## src/pmul_pkg.sv

```systemverilog
`default_nettype none
package pmul_pkg;

  localparam int DEG_W     = 5;
  localparam int CIDX_W    = 5;
  localparam int CVAL_W    = 16;
  localparam int OPC_W     = 2;
  localparam int VALUE_W   = 37;
  localparam int PIDX_W    = 6;
  localparam int CFG_IDX_W = 1;
  localparam int IN_DATA_W  = 24;
  localparam int OUT_DATA_W = 48;

  localparam logic [OPC_W-1:0] OP_LOAD_FIRST  = 2'd0;
  localparam logic [OPC_W-1:0] OP_LOAD_SECOND = 2'd1;
  localparam logic [OPC_W-1:0] OP_MULTIPLY    = 2'd2;

  localparam logic [CFG_IDX_W-1:0] REG_FIRST_DEGREE  = 1'd0;
  localparam logic [CFG_IDX_W-1:0] REG_SECOND_DEGREE = 1'd1;

  typedef struct packed {
    logic step;
    logic clear;
  } pmul_ctl_t;

endpackage
`default_nettype wire

```

## src/pmul_cell.sv

```systemverilog
`default_nettype none
module pmul_cell
  import pmul_pkg::*;
#(
  parameter int COEF_WIDTH = 16
) (
  input  wire logic                         clk,
  input  wire logic                         rst,
  input  wire pmul_ctl_t                    ctl,
  input  wire logic                         we_first,
  input  wire logic                         we_second,
  input  wire logic        [COEF_WIDTH-1:0] wr_coef,
  input  wire logic                         active,
  input  wire logic signed [COEF_WIDTH-1:0] x,
  input  wire logic signed [VALUE_W-1:0]    sum_in,
  output logic signed [VALUE_W-1:0]         sum_out,
  output logic signed [COEF_WIDTH-1:0]      second_coef
);

  localparam int PROD_W = 2 * COEF_WIDTH;
  localparam int EXT_W  = (PROD_W > VALUE_W) ? PROD_W : VALUE_W;

  logic signed [COEF_WIDTH-1:0] first_coef;
  logic signed [COEF_WIDTH-1:0] p_eff;
  logic signed [PROD_W-1:0]     prod;
  logic signed [EXT_W-1:0]      prod_ext;
  logic signed [VALUE_W-1:0]    mac;

  always_ff @(posedge clk) begin
    if (rst) begin
      first_coef  <= '0;
      second_coef <= '0;
    end else begin
      if (we_first)  first_coef  <= wr_coef;
      if (we_second) second_coef <= wr_coef;
    end
  end

  assign p_eff    = active ? first_coef : '0;
  assign prod     = p_eff * x;
  assign prod_ext = EXT_W'(prod);
  assign mac      = prod_ext[VALUE_W-1:0] + sum_in;

  always_ff @(posedge clk) begin
    if (ctl.clear) begin
      sum_out <= '0;
    end else if (ctl.step) begin
      sum_out <= mac;
    end
  end

endmodule
`default_nettype wire

```

## config.mk

```make
export PLATFORM = sky130hd
export DESIGN_NAME = pmul_cell
export DESIGN_NICKNAME = d
export VERILOG_FILES = /design/src/pmul_pkg.sv /design/src/pmul_cell.sv
export SDC_FILE = /design/constraint.sdc
export NUM_CORES = 1
export LEC_CHECK = 0
export ABC_AREA = 1
export BUFFER_PORTS_ARGS = -buffer_cell sky130_fd_sc_hd__clkbuf_2
export CORE_MARGIN = 2
export CORE_UTILIZATION = 28
export DETAILED_ROUTE_END_ITERATION = 12
export PLACE_DENSITY = 0.42
export SETUP_SLACK_MARGIN = 0.15
export SLEW_MARGIN = 0
export SYNTH_ARGS = -nofsm -noshare
export SYNTH_HDL_FRONTEND = slang
export SYNTH_SLANG_ARGS = --single-unit
```

## constraint.sdc

```tcl
create_clock -name clk -period 8.15 [get_ports clk]
set_input_delay 0.815 -clock clk [delete_from_list [all_inputs] [get_ports clk]]
set_output_delay 0.815 -clock clk [all_outputs]
set_load 0.03 [all_outputs]
```

Word-level counts from Yosys, hierarchy flattened
Index checks and enable logic that the tools add are counted.

storage, ports and cells
  flip-flop bits (word level) = 69
  bits of input ports = 76
  output and inout port bits = 53
  logic and storage cells = 6

cells by class
  multiply operators = 1
  $add $sub $neg = 1
  mux-type cells = 1

operator list
  cell                                            number
  37-bit adder                                    1
  16-bit by 16-bit multiplier with 32-bit output  1
  16-bit two-way mux                              1

Depth between registers and ports, before layout
  word-level depth = 3
  depth in mapped cells = 44
  depth with buffers taken out = 42

Least setup slack after synthesis
OpenSTA, ideal clock, no wires.

  path kind = input to register
  start = input port active
  end = register sum_out[36]
  data arrival time = 7.477 ns
  path slack = 0.552 ns
  required time = 8.028 ns
  path buffers = 2
  stages = 40
  setup time = 0.122 ns
  cells stage by stage = clkbuf_1 clkbuf_1 nand2_1 inv_1 nand2_1 fa_1 inv_1 fa_1 inv_1 fa_1 inv_1 fa_1 fa_1 inv_1 fa_1 inv_1 ha_1 nand2_1 [... 4 more ...] inv_1 nand2_1 nand2_1 nand2_1 nand2_1 xor2_1 ha_1 nand2_2 nor2_2 nand2_1 nor3b_2 nand3_1 nand3_1 nand2_1 nand2_1 nand2_1 nand2_1 a21oi_2

between the ends
  longest elaborated chain between the ends = 3

ends and longest elaborated chain
  item                                            line             RTL
  start, declared                                 pmul_cell.sv:13  input wire logic active,
  16-bit two-way mux                              pmul_cell.sv:39  assign p_eff = active ? first_coef : '0;
  16-bit by 16-bit multiplier with 32-bit output  pmul_cell.sv:40  assign prod = p_eff * x;
  37-bit adder                                    pmul_cell.sv:42  assign mac = prod_ext[VALUE_W-1:0] + sum_in;
  end signal, assigned                            pmul_cell.sv:48  sum_out <= mac;
  end, declared                                   pmul_cell.sv:16  output logic signed [VALUE_W-1:0] sum_out,

No other way between the ends.
A chain may end at the register's enable or synchronous reset.

Worst setup path in the final report
  start = input port active
  end = register sum_out[22]

Same word-level chain as after synthesis.

==> metrics.yaml <==
postSynth.asyncResetShare_pct: 0
met2_wirelength_mm: 24.3
p_leak_nw: 9.69
via_per_inst: 4.47
routed_wl_mm: 50.8
grt_pass1_wl_mm: 81.0
crit_path_top_delay_cell: "sky130_fd_sc_hd__fa_1"
post_route_cells_drive_above_1_share_pct: 14.4
arrival_ps: 8070
number_of_synthesized_flops_with_an_enable_pin: 0
cts_tree: "yes"
antenna_cells_inserted: 0
die-width_um: 236
cp_top_family: "adder cells"
worst_setup_end_kind: "flip-flop"
dr.first_iter.drc_count: 535
total_global_route_track_usage_pct: 18.8
critPathMostFrequentCell: "sky130_fd_sc_hd__fa_1"
path_max_fanout: 9
hp-class: "reg -> reg"
yosys_register_bits: 69
critPathLaunch: "active"
tns_ps: 0
met3_wirelength_mm: 1.47
outcome: "finished clean"
critical_path.reg2reg.startpoint: "first_coef[15]"
slack_of_the_critical_path_ps: 390
synth-main-ff-cell: "sky130_fd_sc_hd__dfxtp_1"
initial_core_util_pct: 28.2
die_area_um2: 55800
clk_path_buf_depth: 2
overall_power_of_the_completed_layout_mw: 4.69
antenna_violations_before_repair: 0
yosysWarnings: 0
max_freq_mhz: 129
chipHeight_um: 236
register_area_share_after_synthesis_pct: 9.14
worst_ir_drop_vdd_mv: 0.235
drcViolationCount: 0
top_layer: "met4"
hold_path.startpoint: "second_coef[2]"
grt_setup_unrepaired: "yes"
postSynthNetCount: 2526
worstSkewPairLatency_ps: 360
number_of_maximum_capacitance_constraint_violations: 0
worst_pin_slew_ps: 701
critical_path.n_buffers_inverters: 10
grt_pass1_vias: 14100
average_routed_wire_per_standard_cell_um: 17.1
period_share_pct: 95.2
cts_root_buffer: "sky130_fd_sc_hd__clkbuf_16"
cts_num_sinks: 69
finalClockSkew_ps: 7.68
cts.htree.levels: 3
criticalPathCategory: "in -> reg"
synth.cell_area_um2: 15100
num_io_pins: 129
gr-total-overflow: 0
pin_count_of_the_biggest_net_entering_global_routing: 58
layout_area_growth_over_synthesis_pct: 17.5
ys_types: 46
detailedPlace.worstSlack_ps: -260
num-nets-final: 2734
fin_util_pct: 33.1
dr.pass1.iters: 5
worst-endpoint-required_ps: 8460
wl_met1_mm: 23.6
worst_path_largest_cell_delay_ps: 560
timing_hold_violations_final: 0
clkTransAtPathRegs_ps: 60
detailed_placement_wirelength_estimate_mm: 45.2
number_of_placement_rows: 85
timing_max_transition_violations_final: 0
cts-buffers-inserted: 9
fp.coreArea_um2: 53600
io_buffer_count: 128
power.density_nw_per_um2: 264
gp_routability_congestion: 0.911
post_synth_inst_count: 2068
syn-mean-instance-area_um2: 7.31
worst_slew_margin_relative_to_its_limit_pct: 53.3
timing.reg2reg.setup_slack_ps: 730
antenna_left: 0
vias: 13300
critical_path.startpoint_type: "primary input"
finalWorstPathRequiredPeriod_ps: 7760
finalSetupViolCount: 0
registers in the layout (all words and copies together), names as in the netlist:
name	cells
sum_out	37
second_coef	16
first_coef	16
power by group:
group	leakage, nW	internal [mW]	switching (mW)	total [mW]
combinational	8.98	1.40	2.46	3.85
sequential	0.572	0.402	0.0364	0.438
clock	0.135	0.217	0.179	0.395
total	9.69	2.01	2.67	4.69
path summary, 6_finish.rpt:
path / to / cells after the start
max reg2reg: sum_out[22] / 31
max: sum_out[22] / 32
min: second_coef[2] / 2
min reg2reg: second_coef[2] / 2
placed cells by master, fill, tap and decap left out, types with 26 or more instances in the layout:
cell type                    n
sky130_fd_sc_hd__dfxtp_1    69
sky130_fd_sc_hd__nand3_1    45
sky130_fd_sc_hd__nor2_1    291
sky130_fd_sc_hd__ha_1      114
sky130_fd_sc_hd__fa_1      261
sky130_fd_sc_hd__nand2_1   450
sky130_fd_sc_hd__inv_1     466
sky130_fd_sc_hd__clkbuf_2  128
sky130_fd_sc_hd__xor2_1     26
sky130_fd_sc_hd__o21ai_0    43
sky130_fd_sc_hd__buf_4     104
sky130_fd_sc_hd__a21oi_1    91
metal layers:
| layer | vias up | GRT usage (%) |
|---|---|---|
| met5 | - | 0 |
| met4 | 0 | 4.60 |
| met3 | 56 | 2.40 |
| met2 | 224 | 31.8 |
| met1 | 6445 | 25.4 |
| li1 | 6581 | - |
cell type report:
cell class,instances,area [um^2]
fillers,5925,35800
multi-input cells,1479,11900
inverters,479,1810
repair buffers,238,1520
flip-flops and latches,69,1380
well taps,696,871
clock buffers,10,239
clock inverters,6,46.3
tightest hold or removal path: stages, from the launching register on:
cell                      delay (ps)
sky130_fd_sc_hd__dfxtp_1         310
sky130_fd_sc_hd__nand2_1          60
sky130_fd_sc_hd__a21oi_1          50
Yosys cell counts, types with 2 or more instances:
library cell,count,area share [%]
sky130_fd_sc_hd__o221ai_1,4,0.23
sky130_fd_sc_hd__nor3_2,3,0.20
sky130_fd_sc_hd__xnor2_1,12,0.70
sky130_fd_sc_hd__fa_1,263,35
sky130_fd_sc_hd__buf_2,2,0.066
sky130_fd_sc_hd__o21ai_0,43,1.4
sky130_fd_sc_hd__o211ai_1,4,0.20
sky130_fd_sc_hd__inv_2,5,0.12
sky130_fd_sc_hd__and2_1,2,0.083
sky130_fd_sc_hd__inv_1,468,12
sky130_fd_sc_hd__nor2_1,294,7.3
sky130_fd_sc_hd__nand2_1,453,11
sky130_fd_sc_hd__o21ai_2,3,0.17
sky130_fd_sc_hd__nand3_1,45,1.5
sky130_fd_sc_hd__a21oi_4,2,0.22
sky130_fd_sc_hd__nor3_1,9,0.30
sky130_fd_sc_hd__clkbuf_1,35,0.87
sky130_fd_sc_hd__nand2_2,11,0.46
sky130_fd_sc_hd__a21o_1,10,0.50
sky130_fd_sc_hd__nand4_1,14,0.58
sky130_fd_sc_hd__nand3b_1,2,0.099
sky130_fd_sc_hd__nand3_2,7,0.46
sky130_fd_sc_hd__o21bai_1,14,0.70
sky130_fd_sc_hd__a21oi_1,93,3.1
sky130_fd_sc_hd__clkinv_1,6,0.15
sky130_fd_sc_hd__xor2_1,27,1.6
sky130_fd_sc_hd__dfxtp_1,69,9.1
sky130_fd_sc_hd__a221oi_1,3,0.17
sky130_fd_sc_hd__nor2_2,7,0.29
sky130_fd_sc_hd__ha_1,119,9.9
sky130_fd_sc_hd__a21oi_2,6,0.35
sky130_fd_sc_hd__o21ai_1,13,0.43
sky130_fd_sc_hd__a31oi_1,5,0.21
sky130_fd_sc_hd__buf_1,3,0.075
logic make-up (layout without fill, tap and decap cells):
logic type | after synthesis | in the layout | share of synthesized area (%)
AOI/OAI and AO/OA | 205 | 205 | 7.96
adders and majority gates | 382 | 382 | 44.7
and+or+nand+nor | 853 | 853 | 23.0
xor gates and xnor gates | 39 | 39 | 2.26
DFF | 69 | 69 | 9.14
buffers and inverters | 520 | 733 | 13.0
through the flow:
step	instances	hold slack [ps]	area, um^2
after floorplan	2068	435	15100
after global placement	2957	450	17300
after detailed placement	2957	458	17300
after CTS	2973	468	17600
after global routing	2977	480	17800
final	2977	462	17800
repair_timing:
item / CTS / global route
buffers inserted: 0 / 4
setup endpoints to repair: 2 / 15
resized for setup: 1 / 27
pin swaps: 0 / 3
hold buffers: 0 / 0
Power figures use the tool's default switching activity.
